[src/rtl/isu_pkg.sv]
`timescale 1ns / 1ps
`default_nettype none

package isu_pkg;

  localparam int unsigned KeyW = 32;

  typedef logic signed [KeyW-1:0] key_t;

  // per-cell control from the top level
  typedef struct packed {
    logic insert;    // a key is inserted this cycle
    logic shift;     // drain: take the value of the right neighbor
    logic at_tail;   // this cell is the first free slot
    logic occupied;  // this cell holds a key
  } cell_ctrl_t;

endpackage

`default_nettype wire

[src/rtl/isu_if.sv]
`timescale 1ns / 1ps
`default_nettype none

// input request: one key of a set
interface isu_in_if;
  logic          valid;
  logic          ready;
  isu_pkg::key_t value;
  logic          last;

  modport source (output valid, output value, output last, input ready);
  modport sink   (input valid, input value, input last, output ready);
endinterface

// output request: one sorted key
interface isu_out_if;
  logic          valid;
  logic          ready;
  isu_pkg::key_t sorted_value;
  logic          end_of_set;
  logic          overflow;

  modport source (output valid, output sorted_value, output end_of_set, output overflow,
                  input ready);
  modport sink   (input valid, input sorted_value, input end_of_set, input overflow,
                  output ready);
endinterface

`default_nettype wire

[src/rtl/isu_cell.sv]
`timescale 1ns / 1ps
`default_nettype none

module isu_cell (
  input  wire logic                clk_i,
  input  wire isu_pkg::cell_ctrl_t ctrl_i,
  input  wire isu_pkg::key_t       key_i,
  input  wire logic                prev_gt_i,
  input  wire isu_pkg::key_t       prev_value_i,
  input  wire isu_pkg::key_t       next_value_i,
  output logic                     gt_o,
  output isu_pkg::key_t            value_o
);

  isu_pkg::key_t value_q, value_d;

  // strict greater keeps equal keys in arrival order
  assign gt_o    = ctrl_i.occupied && (value_q > key_i);
  assign value_o = value_q;

  always_comb begin
    value_d = value_q;
    if (ctrl_i.shift) begin
      value_d = next_value_i;
    end else if (ctrl_i.insert && (gt_o || ctrl_i.at_tail)) begin
      value_d = prev_gt_i ? prev_value_i : key_i;
    end
  end

  always_ff @(posedge clk_i) begin
    value_q <= value_d;
  end

endmodule

`default_nettype wire

[src/rtl/insertion_sorter_unit.sv]
`timescale 1ns / 1ps
`default_nettype none

// insertion sorter: accepts one signed 32-bit key per cycle and keeps the keys of
// the current set in ascending order in a row of CAPACITY compare-and-shift cells.
// each input request is inserted in the cycle it is accepted: every cell compares
// its key with the broadcast key and either keeps its key, takes its left
// neighbor's key, or takes the new key. equal keys keep arrival order. when the
// request marked last is accepted, the block drains the row through cell 0, one
// sorted key per output request, with end_of_set on the final key and overflow
// on every key of a set that lost keys to a full row. the input is not ready until
// the final key of the set has been taken; outside draining the rate is one key per
// cycle. keys arriving while the row is full are dropped.

module insertion_sorter_unit #(
  parameter int unsigned CAPACITY = 16
) (
  input  wire logic  clk_i,
  input  wire logic  rst_ni,
  isu_in_if.sink     in_i,
  isu_out_if.source  out_o
);

  localparam int unsigned CntW = $clog2(CAPACITY + 1);

  // control state
  logic [CntW-1:0] count_q, count_d;
  logic            drain_q, drain_d;
  logic            dropped_q, dropped_d;

  logic accept_in, insert, drop, pop, final_pop;

  // the cell chain
  logic                gt    [CAPACITY];
  isu_pkg::key_t       value [CAPACITY];
  isu_pkg::cell_ctrl_t ctrl  [CAPACITY];

  // handshakes: no new key while the set is being drained
  assign in_i.ready = !drain_q;
  assign accept_in  = in_i.valid && in_i.ready;
  assign insert     = accept_in && (count_q < CntW'(CAPACITY));
  assign drop       = accept_in && (count_q == CntW'(CAPACITY));
  assign pop        = drain_q && out_o.ready;
  assign final_pop  = pop && (count_q == CntW'(1));

  // cell 0 is the head of the sorted row
  assign out_o.valid        = drain_q;
  assign out_o.sorted_value = value[0];
  assign out_o.end_of_set   = (count_q == CntW'(1));
  assign out_o.overflow     = dropped_q;

  for (genvar i = 0; i < CAPACITY; i++) begin : g_cell
    logic          prev_gt;
    isu_pkg::key_t prev_value;
    isu_pkg::key_t next_value;

    if (i == 0) begin : g_head
      assign prev_gt    = 1'b0;
      assign prev_value = value[i];
    end else begin : g_body
      assign prev_gt    = gt[i-1];
      assign prev_value = value[i-1];
    end

    if (i == CAPACITY - 1) begin : g_tail
      assign next_value = value[i];
    end else begin : g_mid
      assign next_value = value[i+1];
    end

    assign ctrl[i].insert   = insert;
    assign ctrl[i].shift    = pop;
    assign ctrl[i].at_tail  = (count_q == CntW'(i));
    assign ctrl[i].occupied = (CntW'(i) < count_q);

    isu_cell u_cell (
      .clk_i        (clk_i),
      .ctrl_i       (ctrl[i]),
      .key_i        (in_i.value),
      .prev_gt_i    (prev_gt),
      .prev_value_i (prev_value),
      .next_value_i (next_value),
      .gt_o         (gt[i]),
      .value_o      (value[i])
    );
  end

  // fill count, drain mode and overflow flag
  always_comb begin
    count_d   = count_q;
    drain_d   = drain_q;
    dropped_d = dropped_q;
    if (insert) begin
      count_d = count_q + CntW'(1);
    end else if (pop) begin
      count_d = count_q - CntW'(1);
    end
    if (drop) begin
      dropped_d = 1'b1;
    end
    if (accept_in && in_i.last) begin
      drain_d = 1'b1;
    end
    if (final_pop) begin
      drain_d   = 1'b0;
      dropped_d = 1'b0;
    end
  end

  always_ff @(posedge clk_i or negedge rst_ni) begin
    if (!rst_ni) begin
      count_q   <= '0;
      drain_q   <= 1'b0;
      dropped_q <= 1'b0;
    end else begin
      count_q   <= count_d;
      drain_q   <= drain_d;
      dropped_q <= dropped_d;
    end
  end

endmodule

`default_nettype wire

[src/flat_wrapper.sv]
// flat-port wrapper written by rule: the top's interface ports become plain ports
module insertion_sorter_unit_flat 
#(
  parameter int unsigned CAPACITY = 16
)
  (clk_i, rst_ni, in_i_valid, in_i_value, in_i_last, in_i_ready, out_o_valid, out_o_sorted_value, out_o_end_of_set, out_o_overflow, out_o_ready);
  isu_in_if in_i_i ();
  isu_out_if out_o_i ();
  input  wire logic clk_i;
  input  wire logic rst_ni;
  input wire logic [$bits(in_i_i.valid)-1:0] in_i_valid;
  input wire logic [$bits(in_i_i.value)-1:0] in_i_value;
  input wire logic [$bits(in_i_i.last)-1:0] in_i_last;
  output wire logic [$bits(in_i_i.ready)-1:0] in_i_ready;
  output wire logic [$bits(out_o_i.valid)-1:0] out_o_valid;
  output wire logic [$bits(out_o_i.sorted_value)-1:0] out_o_sorted_value;
  output wire logic [$bits(out_o_i.end_of_set)-1:0] out_o_end_of_set;
  output wire logic [$bits(out_o_i.overflow)-1:0] out_o_overflow;
  input wire logic [$bits(out_o_i.ready)-1:0] out_o_ready;
  assign in_i_i.valid = in_i_valid;
  assign in_i_i.value = in_i_value;
  assign in_i_i.last = in_i_last;
  assign in_i_ready = in_i_i.ready;
  assign out_o_valid = out_o_i.valid;
  assign out_o_sorted_value = out_o_i.sorted_value;
  assign out_o_end_of_set = out_o_i.end_of_set;
  assign out_o_overflow = out_o_i.overflow;
  assign out_o_i.ready = out_o_ready;
  insertion_sorter_unit #(.CAPACITY(CAPACITY)) u_core (.clk_i(clk_i), .rst_ni(rst_ni), .in_i(in_i_i), .out_o(out_o_i));
endmodule
[config.mk]
export PLATFORM = sky130hd
export DESIGN_NAME = insertion_sorter_unit_flat
export DESIGN_NICKNAME = d
export VERILOG_FILES = /design/src/rtl/isu_pkg.sv /design/src/rtl/isu_if.sv /design/src/rtl/isu_cell.sv /design/src/rtl/insertion_sorter_unit.sv /design/src/flat_wrapper.sv
export SDC_FILE = /design/constraint.sdc
export NUM_CORES = 2
export LEC_CHECK = 0
export BUFFER_PORTS_ARGS = -buffer_cell sky130_fd_sc_hd__buf_2
export CAP_MARGIN = 20
export CORE_UTILIZATION = 40
export DETAILED_ROUTE_END_ITERATION = 8
export PLACE_DENSITY_LB_ADDON = 0.1
export SLEW_MARGIN = 10
export SYNTH_ARGS = -nofsm -noshare
export SYNTH_HDL_FRONTEND = slang
export SYNTH_SLANG_ARGS = --single-unit
[constraint.sdc]
create_clock -name clk_i -period 8.7 [get_ports clk_i]
set_clock_uncertainty 0.15 [all_clocks]
set_input_delay 1.74 -clock clk_i [delete_from_list [all_inputs] [get_ports clk_i]]
set_output_delay 1.74 -clock clk_i [all_outputs]
set_load 0.1 [all_outputs]
# Yosys cells after proc, flatten, opt, wreduce, memory -nomap -nowiden
# Index checks and enable logic that the tools add are counted.
word_totals:
  regBits: 519
  wordCells: 197
  out_inout_bits: 36
  inputBits: 37
classes:
  n_addsub: 2
  mux: 51
  eq_ne: 16
  order_cmp: 33
  reduce_logical: 75
  bitwise_logic: 1
op_table:
  columns: ["op", "n"]
  rows:
  - ["2-to-1 mux 32 bit", 45]
  - ["> comparator 32 bit", 16]
  - ["== test 5 x 4 -> 1 bit (second input constant)", 8]
  - ["< comparator 4 x 5 -> 1 bit (first input constant)", 8]
  - ["logical AND 1 bit", 38]
  - ["nonzero test 2 bit", 18]
  - ["== test 5 x 3 -> 1 bit (second input constant)", 4]
  - ["< comparator 3 x 5 -> 1 bit (first input constant)", 4]
  - ["logical OR 1 bit", 16]
  - ["== test 5 x 2 -> 1 bit (second input constant)", 2]
  - ["< comparator 1 x 5 -> 1 bit (first input constant)", 2]
  - ["< comparator 2 x 5 -> 1 bit (first input constant)", 2]
  - ["2-to-1 mux 5 bit", 2]
  - ["adder 5 x 1 -> 5 bit (second input constant)", 1]
  - ["== test 5 x 1 -> 1 bit (second input constant)", 1]
  - ["== test 5 bit (second input constant)", 1]
  - ["zero test 5 bit", 1]
  - ["< comparator 5 bit (second input constant)", 1]
  - ["subtractor 5 x 1 -> 5 bit (second input constant)", 1]
  - ["2-to-1 mux 1 bit", 4]
  - ["AND reduction 2 bit", 1]
  - ["zero test 1 bit", 1]
  - ["NOT 1 bit", 1]

# Depth between registers and ports, before layout
logic_depth:
  depth_word: 6
  ltp_mapped: 11
  ltp_nobuf: 9

# Cells and area by module
# Synthesis repeated with hierarchy kept, for this count alone.
unflattened:
  hier_cells: 4270
  area_unflattened_um2: 40331.2
modules_own_cells:
  columns: ["module", "area_each_um2", "instances", "cells_each", "seq_area_each_um2"]
  rows:
  - ["isu_cell", 2477.4, 16, 261, 960.9]
  - ["insertion_sorter_unit", 693.2, 1, 94, 175.2]

# Worst setup path after synthesis
# No wires, ideal clock.
synth_timing:
  kind: "in2reg"
  from: "input port in_i_value[31]"
  to: "register u_core.g_cell[0].u_cell.value_q[0], enable pin"
  required_ps: 8017
  setup_ps: 533
  setup_slack_ps: 847
  t_arrival_ps: 7170
  n_path_buf: 0
  stages: 7
  path_cell_list: "inv_1 > ha_1 > nand4_1 > or4_1 > a31o_1 > o311a_1 > o311ai_0"
synth_via:
  elab_chain_len: 5
synth_rtl:
  columns: ["element", "line", "source"]
  rows:
  - ["start, declared", "flat_wrapper.sv:12", "input wire logic [$bits(in_i_i.value)-1:0] in_i_value;"]
  - ["> comparator 32 bit", "isu_cell.sv:18", "assign gt_o = ctrl_i.occupied && (value_q > key_i);"]
  - ["logical AND 1 bit", "isu_cell.sv:18", null]
  - ["logical OR 1 bit", "isu_cell.sv:25", "end else if (ctrl_i.insert && (gt_o || ctrl_i.at_tail)) begin"]
  - ["logical AND 1 bit", "isu_cell.sv:25", null]
  - ["nonzero test 2 bit (no line)", null, null]
  - ["end signal, assigned", "isu_cell.sv:31", "value_q <= value_d;"]
  - ["end, declared", "isu_cell.sv:15", "isu_pkg::key_t value_q, value_d;"]
# No other way between the ends.
# A chain may end at the register's enable or synchronous reset.

# Worst setup path in the final report
layout_timing:
  from: "input port in_i_value[27]"
  to: "register u_core.g_cell[10].u_cell.value_q[7], enable pin"
layout_via:
  elab_chain_len: 5
layout_rtl:
  columns: ["element", "line"]
  rows:
  - ["> comparator 32 bit", "isu_cell.sv:18"]
  - ["logical AND 1 bit", "isu_cell.sv:18"]
  - ["logical OR 1 bit", "isu_cell.sv:25"]
  - ["logical AND 1 bit", "isu_cell.sv:25"]
  - ["nonzero test 2 bit (no line)", null]
  - ["end signal, assigned", "isu_cell.sv:31"]
  - ["end, declared", "isu_cell.sv:15"]
# No other way between the ends.

==> results by stage <==
STA:
- Dividing the final minimum period by the clock period gives 0.647.
- Hold is met by 0.398 ns.
- The worst slew margin relative to its limit is 0.254.
- Setup slack closes at 3.07 ns.
- Adding up every negative setup slack in the final design gives 0 ns.
- The minimum clock period is 5.63 ns.
- The total of endpoints with negative setup slack in the final report is 0.
- The measured slew at the worst slew-check pin is 1.12 ns.
- Setup repair after global routing left no endpoint under its margin.
- Derived from the worst setup path, the maximum achievable clock frequency is 0.178 GHz.
- The number of max-slew violations in the final report came to 0.
- The number of failing hold endpoints at the final stage came to 0.

Status:
- The run finished with clean final reports.

Clock tree:
- CTS built an H-tree with a depth of 3.
- Clock tree synthesis selected as its root buffer the cell sky130_fd_sc_hd__clkbuf_16.
- In this run, post-CTS hold repair placed 0 buffers.
- The number of buffers between clock root and the deepest sink is 3.
- The CTS tree is done.
- After clock tree synthesis, the clock-pin slew on the worst setup and hold paths is 0.06 ns.
- The number of CTS-inserted buffers is 68.
- The post-CTS setup buffer count is 0.
- The number of sinks on the clock net is 519.
- The clock latency on the worst-skew pair is 0.62 ns.
- Once the clock tree was built, the resizer swapped 0 gates to a different size.

Synth:
- Sorting the synthesized cells by how often they occur yields sky130_fd_sc_hd__nand2_1, sky130_fd_sc_hd__edfxtp_1, sky130_fd_sc_hd__ha_1.
- In the post-synthesis netlist, the cell with the most instances is sky130_fd_sc_hd__nand2_1.
- The number of synthesis warnings is 0.
- Synthesis produced a netlist whose cell count is 3679.
- The top cell type's share of synthesized area is 0.420.
- The largest total area in the synthesized netlist belongs to sky130_fd_sc_hd__edfxtp_1.
- The number of distinct library cells after synthesis is 73.
- The number of nets in the synthesized netlist is 4201.
- The number of enable flip-flop cells after synthesis is 512.
- The sequential cell area fraction in the yosys report is 0.425.
- The cell area after synthesis is 36600 µm².
- For this run, the leading register cell type out of synthesis is sky130_fd_sc_hd__edfxtp_1.
- Sorting the synthesized cells by area gives the leading types as sky130_fd_sc_hd__edfxtp_1, sky130_fd_sc_hd__ha_1, sky130_fd_sc_hd__o211ai_1.
- The mean instance size in the synthesized netlist is 9.94 µm².
- Of all flip-flops after synthesis, the portion carrying an async set or reset was 0.0135.
- After synthesis the netlist holds a flip-flop and latch count of 519.

Cells and area:
- The post-synthesis to final-layout area growth is 10.5%.
- After the last flow step, the layout net total stands at 4163.
- After routing the design area is 40400 µm².
- The post-route core utilization is 0.447.
- The number of diodes is 0.
- The ratio of cells with drive above 1 in the final layout is 0.0905.
- The number of standard cells in the final layout excluding fillers is 4867.
- The layout has 8651 filler cells.

Place:
- The routability congestion estimate from global placement is 0.871.
- Prior to clock tree synthesis, the placed netlist has a worst setup slack of 2.42 ns.
- The number of placed instances with taps included is 4742.
- Port buffering added 72 buffers.
- The placement-stage cell area is 38200 µm².
- Summed over all nets, the half-perimeter wirelength after detailed placement is 86.4 mm.

Route:
- For this block, the initial DRC count from the detailed router was 2578.
- The final layout contains routed wiring with a total length of 115 mm.
- In the routed design, unresolved DRC markers number 0.
- The residual antenna-violating net count after detailed routing is 0.
- The number of iterations in the first detailed-routing pass is 5.
- The average vias per placed instance is 6.11.
- Dividing the detail-routed wire length by the instance count gives 23.7 µm.
- The vias after detailed routing is 29.7k.

Floorplanning:
- The number of rows in the core area is 110.
- The effective utilization at floorplan is 0.405.
- The placeable core region is 90300 µm².
- The width of the chip is 304 µm.
- During I/O placement, the number of pins put on the boundary was 73.
- The floorplan step defined a die boundary enclosing 92600 µm².
- Measured along the y axis, the die boundary spans 304 µm.

Global route:
- The number of global-route vias before repair is 28.8k.
- Across every metal layer, demand over resource in global routing totals 0.245.
- The number of antenna violations at the first check in global routing was 0.
- The first global-routing pass estimated 178 mm of wire.
- The maximum number of pins on one net before global-route repair is 176.
- The total overflow left after global routing is 0.

Worst setup path:
- Of all nets on the critical path, the largest fanout is 65.
- The capturing element type of the critical path is a register.
- The critical path start-end classification is in -> reg.
- STA puts the critical path data required time at 8.85 ns.
- STA classifies the critical path startpoint as an input port.
- The critical path data arrival time is 5.78 ns.

Power:
- IR analysis of the VDD net gives a maximum drop of 0.119 mV.
- The design draws 9.99 mW.
- Summed over all cells, the static leakage comes to 15.3 nW.
- Dividing total power by cell area gives a power density of 247 nW/µm².

Flow run:
- Max-cap violations in this run came to 0.

Hold path:
- The worst hold-check path type is reg -> reg.
worst max-delay path, cell delays in order:
cell and delay (ns):
sky130_fd_sc_hd__buf_2 0.12, sky130_fd_sc_hd__inv_1 0.52, sky130_fd_sc_hd__ha_1 0.29, sky130_fd_sc_hd__nand4_1 0.23, sky130_fd_sc_hd__or4_1 0.67, sky130_fd_sc_hd__a41oi_1 0.23
sky130_fd_sc_hd__o31a_2 0.17, sky130_fd_sc_hd__buf_4 0.57, sky130_fd_sc_hd__a221o_1 0.83, sky130_fd_sc_hd__buf_4 0.38
cells in the final DEF (no fill, tap or decap), drive strengths merged, types with 5 or more instances in the layout:
cell	count
dfrtp	7
nand2b	5
o31ai	8
a221o	15
and2	5
a21o	21
buf	152
o21ai	87
a21oi	215
a211oi	6
mux2	31
a221oi	7
edfxtp	512
nor2	34
and3	9
or4	12
nand2	717
nor3	16
a31oi	16
nand3	319
o211ai	387
nand4	220
or3	12
ha	485
and4	29
o2bb2ai	8
o21a	12
clkbuf	89
clkinv	28
inv	62
a2111oi	5
a41o	6
o221ai	78
nor4	17
nor2b	17
per-layer routing:
layer  part of all wire  vias to the layer above  wire length (µm)  GRT usage
met5                  0                        -                 0          0
met2               0.43                      875             49900      0.369
met4              0.026                        0              3050     0.0761
met3              0.053                      143              6090     0.0288
met1               0.49                    14300             56300      0.364
li1                   -                    14400                 -          -
area by class of cell:
cell class	instances	area [µm²]	area share
clock buffers	89	1900	0.0470
clock inverters	31	184	0.00455
inverters	62	233	0.00576
multi-input cells	2838	19900	0.494
flip-flops and latches	519	15500	0.385
well taps	1176	1470	0.0364
repair buffers	152	1120	0.0278
flip-flops by register name (all words and copies together), names as in the netlist:
signal                        count
u_core.g_cell.u_cell.value_o    512
u_core.count_q                    5
u_core.out_o.overflow             1
u_core.out_o.valid                1
power by group:
| group | switching (mW) | internal, mW | total, mW |
|---|---|---|---|
| sequential | 0.473 | 3.45 | 3.92 |
| clock | 1.15 | 1.58 | 2.73 |
| combinational | 2.16 | 1.18 | 3.34 |
| total | 3.78 | 6.21 | 9.99 |
cell families (layout without fill, tap and decap cells):
logic type / after synthesis / after routing / share of synthesized area
buf+inv: 322 / 334 / 0.0365
simple gates: 1418 / 1418 / 0.183
flops: 519 / 519 / 0.425
mux: 33 / 33 / 0.0131
fa+ha+maj: 485 / 485 / 0.166
xor+xnor: 3 / 3 / 0.000719
compound gates: 899 / 899 / 0.175
final timing paths:
kind / slack (ns) / cells after the start / startpoint / end
hold reg to reg: 0.40 / 2 / u_core.g_cell[15].u_cell.value_o[22] / u_core.g_cell[14].u_cell.value_o[22]
min in group asynchronous: 0.87 / 1 / rst_ni / u_core.count_q[2]
setup reg to reg: 4.32 / 8 / u_core.g_cell[10].u_cell.value_o[27] / u_core.g_cell[10].u_cell.value_o[7]
max in group asynchronous: 7.25 / 1 / rst_ni / u_core.out_o.valid
setup / recovery: 3.07 / 10 / in_i_value[27] / u_core.g_cell[10].u_cell.value_o[7]
hold / removal: 0.40 / 2 / u_core.g_cell[15].u_cell.value_o[22] / u_core.g_cell[14].u_cell.value_o[22]
Note: power is estimated with default switching activity, not from simulation.
